$ cat config.mk
export PLATFORM = sky130hd
export DESIGN_NAME = spid_term
export DESIGN_NICKNAME = d
export VERILOG_FILES = /design/src/rtl/spid_pkg.sv /design/src/rtl/spid_term.sv
export SDC_FILE = /design/constraint.sdc
export NUM_CORES = 1
export LEC_CHECK = 0
export BUFFER_PORTS_ARGS = -buffer_cell sky130_fd_sc_hd__buf_4
export CORE_MARGIN = 10
export CORE_UTILIZATION = 32
export DETAILED_ROUTE_END_ITERATION = 6
export PLACE_DENSITY = 0.58
export SETUP_SLACK_MARGIN = 0.5
export SYNTH_ARGS = -nofsm -noshare
export SYNTH_HDL_FRONTEND = slang
export SYNTH_SLANG_ARGS = --single-unit
$ cat constraint.sdc
create_clock -name vclk -period 23.8
set_input_delay 2.38 -clock vclk [all_inputs]
set_output_delay 2.38 -clock vclk [all_outputs]
set_load 0.02 [all_outputs]
$ cat src/rtl/spid_pkg.sv
package spid_pkg;

   // Field widths
   localparam int SAMPLE_W = 15;
   localparam int GAIN_W   = 16;
   localparam int DIFF_W   = 18;
   localparam int TERM_W   = 17;
   localparam int CSR_IDX_W  = 3;
   localparam int CSR_DATA_W = 16;

   // Default term limits
   localparam int P_TERM_LIMIT_DEF = 2000;
   localparam int I_TERM_LIMIT_DEF = 2000;
   localparam int D_TERM_LIMIT_DEF = 2000;

   // Register indexes
   localparam logic [CSR_IDX_W-1:0] CSR_KP         = 3'd0;
   localparam logic [CSR_IDX_W-1:0] CSR_KI         = 3'd1;
   localparam logic [CSR_IDX_W-1:0] CSR_KD         = 3'd2;
   localparam logic [CSR_IDX_W-1:0] CSR_TARGET     = 3'd3;
   localparam logic [CSR_IDX_W-1:0] CSR_STEP_LIMIT = 3'd4;
   localparam logic [CSR_IDX_W-1:0] CSR_OUTPUT_MAX = 3'd5;

   // Register reset values
   localparam logic [SAMPLE_W-1:0] STEP_LIMIT_RST = 15'd1000;
   localparam logic [SAMPLE_W-1:0] OUTPUT_MAX_RST = 15'd5000;

   typedef logic        [SAMPLE_W-1:0]   sample_type;
   typedef logic signed [GAIN_W-1:0]     gain_type;
   typedef logic signed [DIFF_W-1:0]     diff_type;
   typedef logic signed [TERM_W-1:0]     term_type;
   typedef logic        [CSR_IDX_W-1:0]  csr_idx_type;
   typedef logic        [CSR_DATA_W-1:0] csr_data_type;

endpackage

$ cat src/rtl/spid_term.sv
module spid_term #(
   parameter int LIMIT = spid_pkg::P_TERM_LIMIT_DEF
) (
   input  spid_pkg::gain_type gain,
   input  spid_pkg::diff_type diff,
   output spid_pkg::term_type term_out
);
   import spid_pkg::*;

   localparam int PROD_W = GAIN_W + DIFF_W;
   localparam int QUOT_W = PROD_W - 8;
   localparam logic signed [QUOT_W-1:0] LIM_POS = QUOT_W'(LIMIT);
   localparam logic signed [QUOT_W-1:0] LIM_NEG = -LIM_POS;

   logic signed [PROD_W-1:0] prod;
   logic signed [PROD_W-1:0] biased;
   logic signed [QUOT_W-1:0] quot;

   // Q8.8 gain times the integer difference, divided by 256 rounding toward zero
   assign prod   = gain * diff;
   assign biased = prod + (prod[PROD_W-1] ? PROD_W'(255) : PROD_W'(0));
   assign quot   = biased[PROD_W-1:8];

   // Saturate to the symmetric term limit
   always_comb begin
      priority if (quot > LIM_POS) begin
         term_out = LIM_POS[TERM_W-1:0];
      end else if (quot < LIM_NEG) begin
         term_out = LIM_NEG[TERM_W-1:0];
      end else begin
         term_out = quot[TERM_W-1:0];
      end
   end

endmodule

==> flow_metrics.tcl, run 1 <==
set metrics [dict create \
    timing.fmax_mhz 78.3 \
    seq_cell_count 0 \
    yosysWarningCount 0 \
    register_area_um2 0 \
    final_antenna_net_count 0 \
    cp-start-kind "input pin" \
    portBuffers 51 \
    die_y_um 215 \
    fillerInstances 3936 \
    cpPeakStageDelay_ps 560 \
    die_width_um 215 \
    synthAdderAreaFrac_pct 56.6 \
    num_vias 9258 \
    end_kind "primary output" \
    syn2layout_area_growth_pct 6.72 \
    synth_top_family_by_area "adder cells" \
    yosysSeqAreaShare_pct 0 \
    gp_congestion 0.860 \
    dp_slack_ps 11100 \
    worstSetupPathType "input pin to primary output" \
    cts_hold_buffers 0 \
    synth_compound_area_share_pct 8.43 \
    remaining_drc_errors 0 \
    antenna_cells 0 \
    post-route-period-util_pct 53.6 \
    crit_family "adder cells" \
    cp.arrival_ps 10390 \
    wl_um 30000 \
    setup-violations-final 0 \
    path_max_fanout 15 \
    critPathSlowestCell "fa_1" \
    drive_above_1_share_pct 5.03 \
    required_ps 21420 \
    rsz0062_at_grt "false" \
    vias_per_cell 4.82 \
    grt_max_degree 19 \
    clkbuf_count 0 \
    hp-start "diff[0]" \
    finalMaxSlewViolations 0 \
    grt_pass1_vias 10300 \
    synth-xor-area-share_pct 3.95 \
    tightestPinTransition_ps 1020 \
    final_cell_mix "346 x inv_1, 290 x fa_1, 175 x nand2_1" \
    drtIter0Drc 456 \
    antenna_found_initial 0 \
    final_common_cell "inv_1" \
    hp-class "input pin to primary output" \
    final_hold_viol_count 0 \
    track_usage_pct 13.5 \
    whs_path_depth 7 \
    slew_headroom_pct 31.6 \
    synth_mux_area_share_pct 0.412 \
    pin_count 51 \
    dr.pass1.iters 5 \
    nNetsFinal 1823 \
    post_cts_buffers 0 \
    cap_viol_max_count 0 \
    status "completed" \
    die_area_um2 46200 \
    syn_area_um2 12200 \
    design_area_um2 13000 \
    avgSynthCellArea_um2 8.60 \
    synthCells 1413 \
    route.detailed.wl_per_inst_um 15.6 \
    rows 71 \
    synth-simple-area-share_pct 18.2 \
    grt_first_pass_wirelength_um 52200 \
    yosys.cell_types.count 69 \
    crit_buf_inv 7 \
    whs_endpoint "term_out[0]" \
    core_region_area_um2 37600 \
    path_common_cell "fa_1" \
    post_cts_resize_count 0 \
    setup_slack_ps 11030 \
    synth.net_count 1823 \
    grt_overflow 0 \
    hpwl_um 25200 \
    start_util_pct 32.4 \
    period_needed_ps 12770 \
    setup_tns_ps 0 \
    placed_area_um2 13000 \
]
## final cells by class
| cell class | instances | area (um^2) | share of cell area, % |
|---|---|---|---|
| Inverter | 346 | 1300 | 10.0 |
| Tap cell | 511 | 639 | 4.93 |
| Timing Repair Buffer | 51 | 383 | 2.95 |
| Multi-Input combinational cell | 1014 | 10700 | 82.1 |
## worst max-delay path by stage
stage	slack, ps	end	startpoint	cells after the start
6_report	11030	term_out[4]	gain[15]	27
5_1_grt	10480	term_out[4]	gain[1]	25
4_1_cts	11080	term_out[4]	gain[15]	24
3_5_place_dp	11100	term_out[4]	gain[15]	24
3_3_place_gp	11240	term_out[4]	gain[15]	24
2_1_floorplan	11560	term_out[7]	diff[17]	25
## layer usage
layer	part of all wire, %	track usage (%)
met3	3.1	0.772
met1	41	16.5
met4	0.96	1.37
met5	0	0
met2	55	26.0
## kinds of logic after synthesis
logic type | Yosys count
multiplexers | 5
buffers and inverters | 399
AO/OA/AOI/OAI | 144
XOR/XNOR | 54
AND/OR/NAND/NOR | 435
adder cells (fa/ha/maj) | 376
## synth_stat cells, types with 6 or more instances
library cell / count / area [um^2]
o211ai_1: 6 / 45.0
a21o_1: 12 / 90.1
xor2_1: 13 / 114
fa_1: 290 / 5810
inv_1: 346 / 1300
nand3_1: 10 / 50.1
nand2_1: 175 / 657
and3_1: 10 / 62.6
nor4_1: 8 / 50.1
o21ai_0: 19 / 95.1
xnor2_1: 40 / 350
nor2_1: 45 / 169
o21a_1: 11 / 82.6
ha_1: 86 / 1080
clkbuf_1: 47 / 176
and2_1: 133 / 832
nand2b_1: 7 / 43.8
a211oi_1: 9 / 67.6
a21oi_1: 36 / 180
nor3_1: 16 / 80.1
## stage by stage
stage	hold WS (ps)	instances	utilization, %
floorplan	5200	1413	-
global placement	5700	1922	34.5
detailed placement	5710	1922	34.5
CTS	5710	1922	34.5
global route	5780	1922	34.5
finish	5670	1922	34.5
## worst min-delay path, cell delays in order
cell,delay [ps]
buf_4,210
a2111oi_2,200
inv_1,90
nand2_1,80
xnor2_1,150
nor2_1,40
buf_4,140
Power of run 1 is not shown: default switching activity piles up to over one toggle a cycle in this logic, so the estimate is an artifact.
==> run 2: changes to the inputs <==
PLACE_DENSITY = 0.6   (was 0.58)
clock period = 11.7 ns   (was 23.8 ns; I/O delays follow)
==> run 2 against run 1 <==
Final cell count unchanged. Wire length decreased by 1.8%. Non-clock buffer count unchanged. Worst hold slack got worse by 2400 ps. Critical path type unchanged. Highest routed layer unchanged.
==> flow_metrics.tcl, run 2 (same netlist as run 1, synthesis figures left out) <==
set metrics [dict create \
    nNetsFinal 1823 \
    fillerInstances 3926 \
    post-route-period-util_pct 87.8 \
    die_area_um2 46200 \
    final_hold_viol_count 0 \
    antenna_cells 0 \
    busiest_layer "met2" \
    remaining_drc_errors 0 \
    met2_usage_pct 25.8 \
    slew_headroom_pct 33.5 \
    portBuffers 51 \
    register_area_um2 0 \
    die_y_um 215 \
    die_width_um 215 \
    setup_slack_ps 1430 \
    core_region_area_um2 37600 \
    cp.arrival_ps 9100 \
    path_max_fanout 18 \
    worstSetupPathType "input pin to primary output" \
    rows 71 \
    rsz0062_at_grt "false" \
    antenna_found_initial 0 \
    tightestPinTransition_ps 995 \
    final_common_cell "inv_1" \
    use_met3_pct 0.421 \
    period_needed_ps 10270 \
    seq_cell_count 0 \
    grt_max_degree 19 \
    vias_per_cell 4.80 \
    hpwl_um 25100 \
    drtIter0Drc 433 \
    setup-violations-final 0 \
    drive_above_1_share_pct 5.03 \
    finalMaxSlewViolations 0 \
    clkbuf_count 0 \
    post_cts_resize_count 0 \
    route.detailed.wl_per_inst_um 15.3 \
    cts_hold_buffers 0 \
    use_met1_pct 16.3 \
    grt_pass1_vias 10300 \
    end_kind "primary output" \
    grt_first_pass_wirelength_um 51900 \
    cp-start-kind "input pin" \
    endpoint "term_out[4]" \
    cap_viol_max_count 0 \
    required_ps 10530 \
    post_cts_buffers 0 \
    timing.fmax_mhz 97.4 \
    hp-class "input pin to primary output" \
    final_antenna_net_count 0 \
    status "completed" \
    start_util_pct 32.4 \
    num_vias 9229 \
    gp_congestion 0.865 \
    final_cell_mix "346 x inv_1, 290 x fa_1, 175 x nand2_1" \
    startpoint "gain[1]" \
    dr.pass1.iters 5 \
    pin_count 51 \
    track_usage_pct 13.3 \
    syn2layout_area_growth_pct 6.72 \
    setup_tns_ps 0 \
    grt_overflow 0 \
    dp_slack_ps 1440 \
    wl_um 29500 \
]
run 2: cell counts in the layout (fill, tap and decap cells not counted):
No cell type changed its count.
run 2: worst min-delay path by stage:
stage | slack [ps] | from | endpoint | cells after the start
3_3_place_gp | 3290 | gain[0] | term_out[0] | 7
3_5_place_dp | 3300 | gain[0] | term_out[0] | 7
6_report | 3290 | gain[0] | term_out[0] | 7
2_1_floorplan | 2780 | gain[0] | term_out[0] | 5
5_1_grt | 3390 | gain[0] | term_out[0] | 7
4_1_cts | 3290 | gain[0] | term_out[0] | 7
run 2: final cells by class:
type | instances | area (um^2) | share of cell area (%)
repair buffers | 51 | 383 | 2.95
multi-input cells | 1014 | 10700 | 82.1
inverters | 346 | 1300 | 10.0
well taps | 511 | 639 | 4.93
run 2: worst max-delay path, cell delays in order:
cell and delay (ps):
buf_4 180, nand2_1 130, inv_1 90, fa_1 610, fa_1 920, fa_1 510
fa_1 470, fa_1 550, inv_1 60, fa_1 530, inv_1 40, ha_1 390
a21oi_1 310, nand2_1 120, o21ai_0 300, nor2_1 140, o31ai_4 230, xor2_1 200
nor3_1 580, nand4_2 300, mux2i_1 280, nand4_1 180, o32a_1 450, o21bai_1 180
buf_4 160
run 2: per-layer routing:
metal	vias to the layer above	part of all wire [%]
li1	4251	-
met1	4806	43
met2	149	54
met3	23	2.1
met4	0	1.2
met5	-	0
run 2: per-stage QoR:
stage	std cells	instance area (um^2)	util, %	hold slack [ps]
6_report	1922	13000	34.5	3290
5_1_grt	1922	13000	34.5	3390
4_1_cts	1922	13000	34.5	3290
3_5_place_dp	1922	13000	34.5	3300
3_3_place_gp	1922	13000	34.5	3290
2_1_floorplan	1413	12200	-	2780
Power of run 2 is left out for the same reason.
==> run 3: changes to the inputs <==
REMOVE_ABC_BUFFERS = 1   (was unset)
==> run 3 against run 2 <==
Global-route usage shrank 0.084 points. Count of clock-buffer cells in the layout is the same. Critical path depth shrank 1. Via count shrank 0.28%. Worst hold slack lost 33 ps.
==> flow_metrics.tcl, run 3 (same netlist as run 1, synthesis figures left out) <==
set metrics [dict create \
    start_util_pct 32.4 \
    path_max_fanout 18 \
    period_needed_ps 10220 \
    final_cell_mix "346 x inv_1, 290 x fa_1, 175 x nand2_1" \
    core_region_area_um2 37600 \
    die_area_um2 46200 \
    remaining_drc_errors 0 \
    nNetsFinal 1823 \
    cp.arrival_ps 9050 \
    post-route-period-util_pct 87.4 \
    hp-class "input pin to primary output" \
    cp-start-kind "input pin" \
    hpwl_um 25000 \
    num_vias 9203 \
    post_cts_buffers 0 \
    final_common_cell "inv_1" \
    tightestPinTransition_ps 1030 \
    worstSetupPathType "input pin to primary output" \
    drive_above_1_share_pct 5.03 \
    track_usage_pct 13.2 \
    setup-violations-final 0 \
    cpPeakStageDelay_ps 910 \
    vias_per_cell 4.79 \
    antenna_cells 0 \
    final_antenna_net_count 0 \
    post_cts_resize_count 0 \
    end_kind "primary output" \
    portBuffers 51 \
    status "completed" \
    drtIter0Drc 428 \
    pin_count 51 \
    finalMaxSlewViolations 0 \
    grt_pass1_vias 10300 \
    cap_viol_max_count 0 \
    timing.fmax_mhz 97.8 \
    path_common_cell "fa_1" \
    die_y_um 215 \
    clkbuf_count 0 \
    required_ps 10530 \
    cts_hold_buffers 0 \
    route.detailed.wl_per_inst_um 15.3 \
    slew_headroom_pct 31.3 \
    wl_um 29500 \
    syn2layout_area_growth_pct 6.72 \
    grt_max_degree 19 \
    antenna_found_initial 0 \
    path_cells "buf_4 -> nand2_1 -> inv_1 -> fa_1 -> fa_1 -> fa_1 -> fa_1 -> fa_1 -> inv_1 -> fa_1 -> inv_1 -> ha_1 -> and4_1 -> nand4_1 -> nor3_2 -> o31ai_4 -> xnor2_1 -> and3_1 -> a2111oi_0 -> a31oi_1 -> nand4_1 -> o32a_1 -> o21bai_1 -> buf_4" \
    gp_congestion 0.882 \
    register_area_um2 0 \
    final_hold_viol_count 0 \
    dr.pass1.iters 5 \
    grt_overflow 0 \
    critPathSlowestCell "fa_1" \
    grt_first_pass_wirelength_um 51500 \
    seq_cell_count 0 \
    setup_tns_ps 0 \
    die_width_um 215 \
    rows 71 \
    rsz0062_at_grt "false" \
]
run 3: layer usage:
metal  GRT usage [%]  share of wire, %  vias to the layer above
met5               0                 0                        -
met4            1.68               1.4                        0
met1            16.4                42                     4756
met3           0.323               2.7                       31
li1                -                 -                     4251
met2            25.4                54                      165
run 3: through the flow:
stage	cells	instance area [um^2]	setup slack, ps	hold WS (ps)	utilization (%)
3_3_place_gp	1922	13000	1600	3290	34.5
3_5_place_dp	1922	13000	1480	3280	34.5
4_1_cts	1922	13000	1460	3280	34.5
6_report	1922	13000	1480	3260	34.5
2_1_floorplan	1360	12000	2210	2780	-
5_1_grt	1922	13000	876	3350	34.5
run 3: area by class of cell:
cell class,count,area (um^2)
repair buffers,51,383
inverters,346,1300
well taps,511,639
fillers,3933,24600
multi-input cells,1014,10700
run 3: path summary, 6_finish.rpt:
check | to | from | depth (start not counted)
max | term_out[4] | gain[1] | 24
min | term_out[0] | gain[0] | 7
run 3: critical path, delay by kind of cell:
kind	cells	cell delay [ps]
AOI/OAI and AO/OA	5	1120
buffers and inverters	5	530
xor gates and xnor gates	1	710
adders and majority gates	7	3980
and+or+nand+nor	6	1520
Power of run 3 is left out for the same reason.
